$ cat src/rtl/assert_macros.svh
// Assertion helpers for the RTL of this block.
`ifndef ASSERT_MACROS_SVH
`define ASSERT_MACROS_SVH

// Check a property on every rising clock edge while out of reset.
`define ASSERT_CLK(label, prop) \
    label: assert property (@(posedge clk) disable iff (!rst_n) (prop)) \
        else $error("assertion failed");

// Check an implication on every rising clock edge while out of reset.
`define ASSERT_IMPLY(label, cond, prop) \
    label: assert property (@(posedge clk) disable iff (!rst_n) (cond) |-> (prop)) \
        else $error("assertion failed");

`endif

$ cat src/rtl/isotp_pkg.sv
`timescale 1ns / 1ps
`default_nettype none

package isotp_pkg;

    localparam int unsigned MSG_LEN_W   = 12;
    localparam int unsigned PAYLOAD_MAX = 7;
    localparam int unsigned FF_PAYLOAD  = 6;
    localparam int unsigned FRAME_BYTES = 8;

    localparam logic [MSG_LEN_W-1:0] MAX_MSG_LEN = 12'd4095;
    localparam logic [7:0] PAD_BYTE = 8'h55;
    localparam logic [7:0] PCI_FF   = 8'h10;
    localparam logic [7:0] PCI_CF   = 8'h20;
    localparam logic [3:0] SEQ_INIT = 4'd1;

    typedef enum logic [1:0] {
        KIND_SINGLE = 2'd0,
        KIND_FIRST  = 2'd1,
        KIND_CONSEC = 2'd2
    } frame_kind_t;

    typedef logic [7:0] byte_t;

endpackage

`default_nettype wire

$ cat src/rtl/isotp_tx_segmenter_unit.sv
`timescale 1ns / 1ps
`default_nettype none

// Transmit segmenter for ISO 15765-2 transport: takes one message byte per beat and
// emits 8-byte CAN frames (single, first or consecutive, padded with 0x55), with tlast
// on the frame that ends the message and an error beat for a zero length. It accepts
// one byte every cycle; a byte passes an input register and the framing logic and its
// frame is registered in the output register. While a frame waits at the output, the
// byte in the input register holds and the input stalls until the frame is taken.
`include "assert_macros.svh"

module isotp_tx_segmenter_unit
    import isotp_pkg::*;
(
    input  wire logic        clk,
    input  wire logic        rst_n,
    input  wire logic        s_axis_tvalid,
    output logic             s_axis_tready,
    input  wire logic [23:0] s_axis_tdata,   // data_byte[7:0], msg_length[19:8], zero pad
    output logic             m_axis_tvalid,
    input  wire logic        m_axis_tready,
    output logic [63:0]      m_axis_tdata,   // frame_byte0[7:0] .. frame_byte7[63:56]
    output logic [2:0]       m_axis_tuser,   // frame_kind[1:0], status[2]
    output logic             m_axis_tlast    // message_done
);

    logic                 in_valid_reg, in_valid_next;
    byte_t                in_data_reg;
    logic [MSG_LEN_W-1:0] in_len_reg;

    logic [MSG_LEN_W-1:0] pos_reg, pos_next;
    logic [MSG_LEN_W-1:0] latched_reg, latched_next;
    logic [2:0]           fill_reg, fill_next;
    logic [3:0]           seq_reg, seq_next;
    byte_t                payload_reg [PAYLOAD_MAX];

    logic                 out_valid_reg, out_valid_next;
    logic [63:0]          out_data_reg, out_data_next;
    logic [2:0]           out_user_reg, out_user_next;
    logic                 out_last_reg, out_last_next;

    logic                 advance;
    logic                 idle;
    logic                 invalid;
    logic [MSG_LEN_W-1:0] len;
    logic [MSG_LEN_W-1:0] pos1;
    logic [2:0]           fill;
    logic [2:0]           fill1;
    logic [2:0]           cap;
    logic [3:0]           seq;
    logic                 last;
    logic                 emit;
    frame_kind_t          kind;
    byte_t                view [PAYLOAD_MAX];
    byte_t                frame [FRAME_BYTES];

    assign advance       = in_valid_reg && (!out_valid_reg || m_axis_tready);
    assign s_axis_tready = !in_valid_reg || advance;
    assign in_valid_next = s_axis_tvalid ? 1'b1 : (in_valid_reg && !advance);

    always_ff @(posedge clk)
    begin
        if (s_axis_tvalid && s_axis_tready)
        begin
            in_data_reg <= s_axis_tdata[7:0];
            in_len_reg  <= s_axis_tdata[19:8];
        end
    end

    always_comb
    begin
        idle    = (pos_reg == '0);
        invalid = idle && ((in_len_reg == '0) || (in_len_reg > MAX_MSG_LEN));
        len     = idle ? in_len_reg : latched_reg;
        fill    = idle ? 3'd0 : fill_reg;
        seq     = idle ? SEQ_INIT : seq_reg;
        fill1   = fill + 3'd1;
        pos1    = pos_reg + 12'd1;
        if (len <= 12'(PAYLOAD_MAX))
        begin
            kind = KIND_SINGLE;
            cap  = len[2:0];
        end
        else if (pos1 <= 12'(FF_PAYLOAD))
        begin
            kind = KIND_FIRST;
            cap  = 3'(FF_PAYLOAD);
        end
        else
        begin
            kind = KIND_CONSEC;
            cap  = 3'(PAYLOAD_MAX);
        end
        last = (pos1 == len);
        emit = (fill1 == cap) || last;
        for (int i = 0; i < PAYLOAD_MAX; i++)
        begin
            view[i] = (3'(i) == fill) ? in_data_reg : payload_reg[i];
        end
    end

    always_comb
    begin
        for (int i = 0; i < FRAME_BYTES; i++)
        begin
            frame[i] = PAD_BYTE;
        end
        unique case (kind)
            KIND_SINGLE:
            begin
                frame[0] = {4'h0, len[3:0]};
                for (int i = 0; i < PAYLOAD_MAX; i++)
                begin
                    if (3'(i) < fill1)
                        frame[i+1] = view[i];
                end
            end
            KIND_FIRST:
            begin
                frame[0] = PCI_FF | {4'h0, len[11:8]};
                frame[1] = len[7:0];
                for (int i = 0; i < FF_PAYLOAD; i++)
                begin
                    if (3'(i) < fill1)
                        frame[i+2] = view[i];
                end
            end
            KIND_CONSEC:
            begin
                frame[0] = PCI_CF | {4'h0, seq};
                for (int i = 0; i < PAYLOAD_MAX; i++)
                begin
                    if (3'(i) < fill1)
                        frame[i+1] = view[i];
                end
            end
            default:
            begin
                frame[0] = PAD_BYTE;
            end
        endcase
    end

    always_comb
    begin
        pos_next       = pos_reg;
        latched_next   = latched_reg;
        fill_next      = fill_reg;
        seq_next       = seq_reg;
        out_valid_next = out_valid_reg && !m_axis_tready;
        out_data_next  = out_data_reg;
        out_user_next  = out_user_reg;
        out_last_next  = out_last_reg;
        if (advance)
        begin
            if (invalid)
            begin
                out_valid_next = 1'b1;
                out_data_next  = '0;
                out_user_next  = {1'b1, KIND_SINGLE};
                out_last_next  = 1'b1;
            end
            else
            begin
                latched_next = len;
                fill_next    = emit ? 3'd0 : fill1;
                pos_next     = last ? '0 : pos1;
                if (last)
                    seq_next = SEQ_INIT;
                else if (emit && (kind == KIND_CONSEC))
                    seq_next = seq + 4'd1;
                else
                    seq_next = seq;
                out_valid_next = emit;
                for (int i = 0; i < FRAME_BYTES; i++)
                begin
                    out_data_next[i*8 +: 8] = frame[i];
                end
                out_user_next = {1'b0, kind};
                out_last_next = last;
            end
        end
    end

    always_ff @(posedge clk)
    begin
        if (advance && !invalid)
        begin
            for (int i = 0; i < PAYLOAD_MAX; i++)
            begin
                if (3'(i) == fill)
                    payload_reg[i] <= in_data_reg;
            end
        end
        out_data_reg <= out_data_next;
        out_user_reg <= out_user_next;
        out_last_reg <= out_last_next;
    end

    always_ff @(posedge clk or negedge rst_n)
    begin
        if (!rst_n)
        begin
            in_valid_reg  <= 1'b0;
            out_valid_reg <= 1'b0;
            pos_reg       <= '0;
            latched_reg   <= '0;
            fill_reg      <= '0;
            seq_reg       <= SEQ_INIT;
        end
        else
        begin
            in_valid_reg  <= in_valid_next;
            out_valid_reg <= out_valid_next;
            pos_reg       <= pos_next;
            latched_reg   <= latched_next;
            fill_reg      <= fill_next;
            seq_reg       <= seq_next;
        end
    end

    assign m_axis_tvalid = out_valid_reg;
    assign m_axis_tdata  = out_data_reg;
    assign m_axis_tuser  = out_user_reg;
    assign m_axis_tlast  = out_last_reg;

    `ASSERT_IMPLY(a_busy_has_length, pos_reg != '0, latched_reg != '0)
    `ASSERT_IMPLY(a_pos_below_length, pos_reg != '0, pos_reg < latched_reg)
    `ASSERT_IMPLY(a_idle_seq_init, pos_reg == '0, seq_reg == SEQ_INIT)
    `ASSERT_CLK(a_fill_never_full, fill_reg != 3'd7)
    `ASSERT_IMPLY(a_error_ends_msg, m_axis_tvalid && m_axis_tuser[2], m_axis_tlast)

endmodule

`default_nettype wire
$ cat config.mk
export PLATFORM = sky130hd
export DESIGN_NAME = isotp_tx_segmenter_unit
export DESIGN_NICKNAME = d
export VERILOG_FILES = /design/src/rtl/isotp_pkg.sv /design/src/rtl/isotp_tx_segmenter_unit.sv
export VERILOG_INCLUDE_DIRS = /design/src /design/src/rtl
export SDC_FILE = /design/constraint.sdc
export NUM_CORES = 1
export LEC_CHECK = 0
export ABC_AREA = 0
export BUFFER_PORTS_ARGS = -buffer_cell sky130_fd_sc_hd__buf_2
export CAP_MARGIN = 20
export CORE_MARGIN = 8
export CORE_UTILIZATION = 40
export CTS_CLUSTER_SIZE = 14
export DETAILED_ROUTE_END_ITERATION = 12
export GPL_TIMING_DRIVEN = 1
export PLACE_DENSITY_LB_ADDON = 0.25
export REMOVE_ABC_BUFFERS = 1
export SETUP_SLACK_MARGIN = 0.2
export SYNTH_ARGS = -nofsm -noshare
export SYNTH_HDL_FRONTEND = slang
export SYNTH_SLANG_ARGS = --single-unit
$ cat constraint.sdc
create_clock -name clk -period 5.4 [get_ports clk]
set_input_delay 0.81 -clock clk [delete_from_list [all_inputs] [get_ports clk]]
set_output_delay 0.81 -clock clk [all_outputs]
set_load 0.01 [all_outputs]
Word level (Yosys, flattened, before mapping). Memory sizes are Yosys's and may differ from the RTL's. Cells that the tools add are included.

Bits in registers: 121. Memory bits (writable): 56. Input port bits: 28. Output and inout bits: 70. Logic and storage cells: 135. Memories kept: 1.

Memory list: payload_reg (words 7, width 8, read ports 7, clocked after Yosys merged registers in 0, write ports 1, RTL line isotp_tx_segmenter_unit.sv:35) `byte_t payload_reg [PAYLOAD_MAX];`.

$add $sub $neg: 3. Magnitude comparators: 10. Equal/unequal tests: 10. Muxes and demuxes: 70. Bitwise operators: 1. Reduce and logical (&&, ||, !) cells: 28.

Operator list (count): 8-bit two-way mux (20); 56-bit case mux with 2 select lines (1); 8-bit OR reduction (6); 1-bit two-way mux (31); 3-bit two-way mux (10); 12-bit by 3-bit <= comparator with 1-bit output, second input constant (2); 12-bit zero test (2); 12-bit two-way mux (2); 7-bit case mux with 3 select lines (1); 12-bit by 1-bit adder with 12-bit output, second input constant (1); 12-bit equality test (1); 12-bit greater-than comparator, second input constant (1); 4-bit two-way mux (3); 3-bit equality test, first input constant (3); 3-bit < comparator, first input constant (3); 1-bit logical AND (7); 2-bit by 3-bit equality test with 1-bit output, first input constant (2); 1-bit by 3-bit < comparator with 1-bit output, first input constant (2); 2-bit by 3-bit < comparator with 1-bit output, first input constant (2); 1-bit zero test (5); 4-bit by 1-bit adder with 4-bit output, second input constant (1); 1-bit logical OR (4); 2-bit two-way mux (2); 3-bit by 1-bit adder with 3-bit output, second input constant (1); other kinds (9) (9).

Depth between registers and ports, before layout.
Depth in word-level cells: 14. Gate-level depth with buffers: 17. Depth with buffers taken out: 15.

Worst setup path after synthesis. OpenSTA, ideal clock, no wires.

Path kind: input to register. From: input m_axis_tready. To: memory payload_reg[5][0] (netlist name) (enable). Library setup time: 0.383 ns. Arrival: 5.530 ns. Slack: -0.514 ns. Cell stages on the path: 5. Buffers on the path: 1. Cells stage by stage: nor2b_1 -> nor2b_1 -> nand2_1 -> clkbuf_1 -> nor3_1.

Word-level cells in the longest chain between the ends: 12. Elaborated cells between the ends (all ways): 35. Classes of those cells: mux (26); reduce/logical (9).

Ends and longest elaborated chain: start: declaration (RTL line isotp_tx_segmenter_unit.sv:21) `input wire logic m_axis_tready,`; 1-bit logical OR * (RTL line isotp_tx_segmenter_unit.sv:57) `assign advance = in_valid_reg && (!out_valid_reg || m_axis_tready);`; 1-bit logical AND * (RTL line isotp_tx_segmenter_unit.sv:57); named net advance (RTL line isotp_tx_segmenter_unit.sv:42) `logic advance;`; 1-bit logical AND * (RTL line isotp_tx_segmenter_unit.sv:187) `if (advance && !invalid)`; 1-bit two-way mux (RTL line isotp_tx_segmenter_unit.sv:187); 1-bit two-way mux (implied by the code) (RTL line isotp_tx_segmenter_unit.sv:192) `payload_reg[i] <= in_data_reg;`; 8-bit OR reduction (no source line); 3-bit two-way mux (no source line) or 1-bit two-way mux (tied branches) (6 in series); end: declaration (RTL line isotp_tx_segmenter_unit.sv:35).

Mark *: on every way through the listed nets, which the timed path passes. The rest lies on a longest branch.

Worst setup path after layout.
From: register pos_reg[0]. To: register seq_reg[3].

Word-level cells in the longest chain between the ends: 9. Elaborated cells between the ends (all ways): 23. Classes of those cells: add/sub (3); order compare (2); eq/ne (3); mux (9); bitwise (1); reduce/logical (5).

Ends and longest elaborated chain: start: declaration (RTL line isotp_tx_segmenter_unit.sv:31) `logic [MSG_LEN_W-1:0] pos_reg, pos_next;`; start signal: assignment (RTL line isotp_tx_segmenter_unit.sv:215) `pos_reg <= pos_next;`; 12-bit by 1-bit adder with 12-bit output or 12-bit zero test (tied branches) (RTL line isotp_tx_segmenter_unit.sv:78, isotp_tx_segmenter_unit.sv:72); 12-bit by 3-bit <= comparator with 1-bit output or 12-bit two-way mux (tied branches) (RTL line isotp_tx_segmenter_unit.sv:84, isotp_tx_segmenter_unit.sv:74); 1-bit two-way mux or 12-bit by 3-bit <= comparator with 1-bit output (tied branches) (RTL line isotp_tx_segmenter_unit.sv:84, isotp_tx_segmenter_unit.sv:79); 3-bit two-way mux (RTL line isotp_tx_segmenter_unit.sv:79) `if (len <= 12'(PAYLOAD_MAX))`; 3-bit equality test (RTL line isotp_tx_segmenter_unit.sv:95) `emit = (fill1 == cap) || last;`; 1-bit logical OR (RTL line isotp_tx_segmenter_unit.sv:95); 1-bit logical AND (RTL line isotp_tx_segmenter_unit.sv:170) `else if (emit && (kind == KIND_CONSEC))`; 4-bit two-way mux (RTL line isotp_tx_segmenter_unit.sv:170); 4-bit two-way mux (RTL line isotp_tx_segmenter_unit.sv:168) `if (last)`; end signal: assignment (RTL line isotp_tx_segmenter_unit.sv:218) `seq_reg <= seq_next;`; end: declaration (RTL line isotp_tx_segmenter_unit.sv:34) `logic [3:0] seq_reg, seq_next;`.

Several ways; a longest one is shown, not always the timed one. A chain may end at the register's enable or synchronous reset.

==> impl_metrics.tcl <==
set metrics [dict create \
    ys.flop_type "edfxtp_1" \
    cp_max_fo 17 \
    gr-total-overflow 0 \
    whs_ps 466 \
    final_nets 822 \
    worstPathArrival_ps 4560 \
    postLayoutCellArea_mm2 0.00960 \
    track_usage_pct 15.7 \
    tns_ps 0 \
    fillers 1896 \
    cts.sinks 174 \
    vias_per_cell 5.30 \
    worstMarginPinSlew_ps 1100 \
    criticalPathCategory "reg -> reg" \
    port_buffers 92 \
    ios 98 \
    drive_gt1_share_pct 20.9 \
    cp.required_ps 5700 \
    synth_top_area_share_pct 50.6 \
    drv_cap 0 \
    synth_area_leaders "edfxtp_1 51%, dfrtp_1 9.6%, nand2_1 5.2%, mux2i_1 2.6%, a21oi_1 2.2%" \
    grt_antenna_before_repair 0 \
    die-area_mm2 0.0258 \
    drc 0 \
    syn_inst 707 \
    crit_path_end "seq_reg[3]$_DFFE_PN0P_" \
    clk_pin_slew_ps 70 \
    skew_ps 11.7 \
    setup_viol 0 \
    fmax_mhz 235 \
    r2r_end "seq_reg[3]$_DFFE_PN0P_" \
    ant_nets 0 \
    synth_cell_types 66 \
    setup_slack_ps 1150 \
    worst_path_max_delay_cell "nand2_1" \
    htree_levels 4 \
    ff2ff_path_depth 13 \
    cts_tree "done" \
    initial_core_util_pct 40.4 \
    leakage_nw 3.70 \
    ys_seq_elements 174 \
    routed_wl_mm 20.3 \
    rsz0062_at_grt "no" \
    placed_area_mm2 0.00898 \
    yosysWarnings 0 \
    worst_setup_path_start_kind "flip-flop" \
    finalCritPeriodShare_pct 78.8 \
    vdd_ir_drop_max_mv 0.259 \
    hp-class "in -> async" \
    reg2reg_slack_ps 1150 \
    path_cells "inv_1 > ha_1 > nor4b_4 > nand3_2 > nand2_1 > ha_1 > inv_1 > nand2_1 > nor2_1 > and3_1 > nand4_1 > a41oi_1 > o21ai_0" \
    syn_area_per_cell_um2 11.8 \
    diodes 0 \
    power.density_mw_per_mm2 501 \
    ctsResizeCount 0 \
    finalHoldViolations 0 \
    yosys.area.top_type "edfxtp_1" \
    place.gp.congestion 0.857 \
    clockBufferDepth 2 \
    slew_headroom_pct 25.9 \
    worstSetupStartpoint "pos_reg[0]$_DFFE_PN0P_" \
    die-width_um 161 \
    ys_seq_area_share_pct 60.4 \
    drtPass1Iterations 5 \
    cpPeakStageDelay_ps 540 \
    drtIter0Drc 374 \
    crit_path_end_kind "flip-flop" \
    die_h_um 161 \
    numCtsBuffers 17 \
    synth_area_mm2 0.00838 \
    post-route-min-period_ps 4250 \
    dpl.hpwl_mm 14.3 \
    num_vias 5691 \
    ctsHoldBuffers 0 \
    grt_max_degree 67 \
    grt_pass1_vias 5639 \
    clockRootBuffer "clkbuf_16" \
    syn2layout_area_growth_pct 14.7 \
    status "finished, final reports clean" \
    slew_viol_final 0 \
    std_cell_rows 53 \
    grt_pass1_wl_mm 31.7 \
    core_area_mm2 0.0208 \
    insertion_delay_ps 430 \
    wl_per_cell_um 18.9 \
    synth_most_common_cell "edfxtp_1" \
    synth.top_cells.by_count "141 x edfxtp_1, 115 x nand2_1, 36 x a21oi_1, 36 x nor2_1, 32 x dfrtp_1" \
    power_w 0.00481 \
    rr_startpoint "pos_reg[0]$_DFFE_PN0P_" \
    largest_register_ffs 61 \
    synth_edf_count 141 \
    place_ws_ps 1200 \
    ys_async_sr_fraction_pct 19.0 \
    post_cts_buffers 0 \
]
-- worst max-delay path, delay by kind of cell (launching register included) --
kind / cells / cell delay (ps)
AOI/OAI and AO/OA: 2 / 310
buffers and inverters: 2 / 360
DFF: 1 / 480
adders and majority gates: 2 / 650
and+or+nand+nor: 7 / 2330
-- power breakdown --
group / switching (W) / internal (W)
combinational: 0.000972 / 0.000558
sequential: 0.000162 / 0.00184
clock: 0.000515 / 0.000758
total: 0.00165 / 0.00316
-- cells in the final DEF (no fill, tap or decap), types with 4 or more instances in the layout --
master / count
dfrtp_1: 32
o21ai_0: 20
nand2b_1: 5
a21oi_2: 4
a22o_1: 20
clkbuf_16: 17
nor3_1: 9
o31ai_1: 6
mux2i_1: 22
and3_1: 21
buf_4: 7
nor2_1: 36
inv_1: 15
edfxtp_1: 141
o2bb2ai_1: 4
mux2_2: 11
a21oi_1: 36
nand4_1: 6
a211oi_1: 9
and2_1: 11
nor2b_1: 4
nand3_1: 23
xnor2_1: 16
a31oi_1: 5
xor2_1: 10
buf_2: 92
ha_1: 9
o22ai_1: 22
nand2_1: 115
-- metal layers --
layer  track usage (%)  vias up  part of all wire [%]  wire length, um
met3              3.86       33                   5.6             1140
li1                  -     2781                     -                -
met4              5.93        0                   2.2              439
met2              25.1      167                    47             9560
met5                 0        -                     0                0
met1              20.4     2710                    45             9110
-- cell families after synthesis --
kind of cell | Yosys count | synth area share [%]
adder cells (fa/ha/maj) | 9 | 1.34
AO/OA/AOI/OAI | 143 | 11.5
flip-flops | 174 | 60.4
AND/OR/NAND/NOR | 260 | 15.5
buffers and inverters | 58 | 3.90
other | 1 | 0.0448
XOR/XNOR | 26 | 2.72
multiplexers | 36 | 4.60
-- worst min path at each step --
| stage | cells after the start | startpoint | end |
|---|---|---|---|
| 5_1_grt | 1 | rst_n | in_valid_reg$_DFF_PN0_ |
| 4_1_cts | 1 | rst_n | latched_reg[7]$_DFFE_PN0P_ |
| 3_5_place_dp | 1 | fill_reg[1]$_DFFE_PN0P_ | fill_reg[1]$_DFFE_PN0P_ |
| 3_3_place_gp | 1 | fill_reg[1]$_DFFE_PN0P_ | fill_reg[1]$_DFFE_PN0P_ |
| 6_report | 1 | rst_n | in_valid_reg$_DFF_PN0_ |
| 2_1_floorplan | 1 | fill_reg[1]$_DFFE_PN0P_ | fill_reg[1]$_DFFE_PN0P_ |
-- cell type report --
class	instances	area [um^2]	area share, %
clock buffers	20	457	4.76
clock inverters	12	160	1.67
inverters	16	61.3	0.638
multi-input cells	476	3000	31.2
flip-flops and latches	174	5060	52.7
well taps	275	344	3.58
repair buffers	100	520	5.42
-- metrics by stage --
stage	util [%]	instances
final	46.3	1073
after global routing	46.3	1073
after CTS	46.2	1072
after detailed placement	43.3	1040
after global placement	43.3	1040
after floorplan	-	666
No activity file was read; power rests on OpenSTA's default activity.
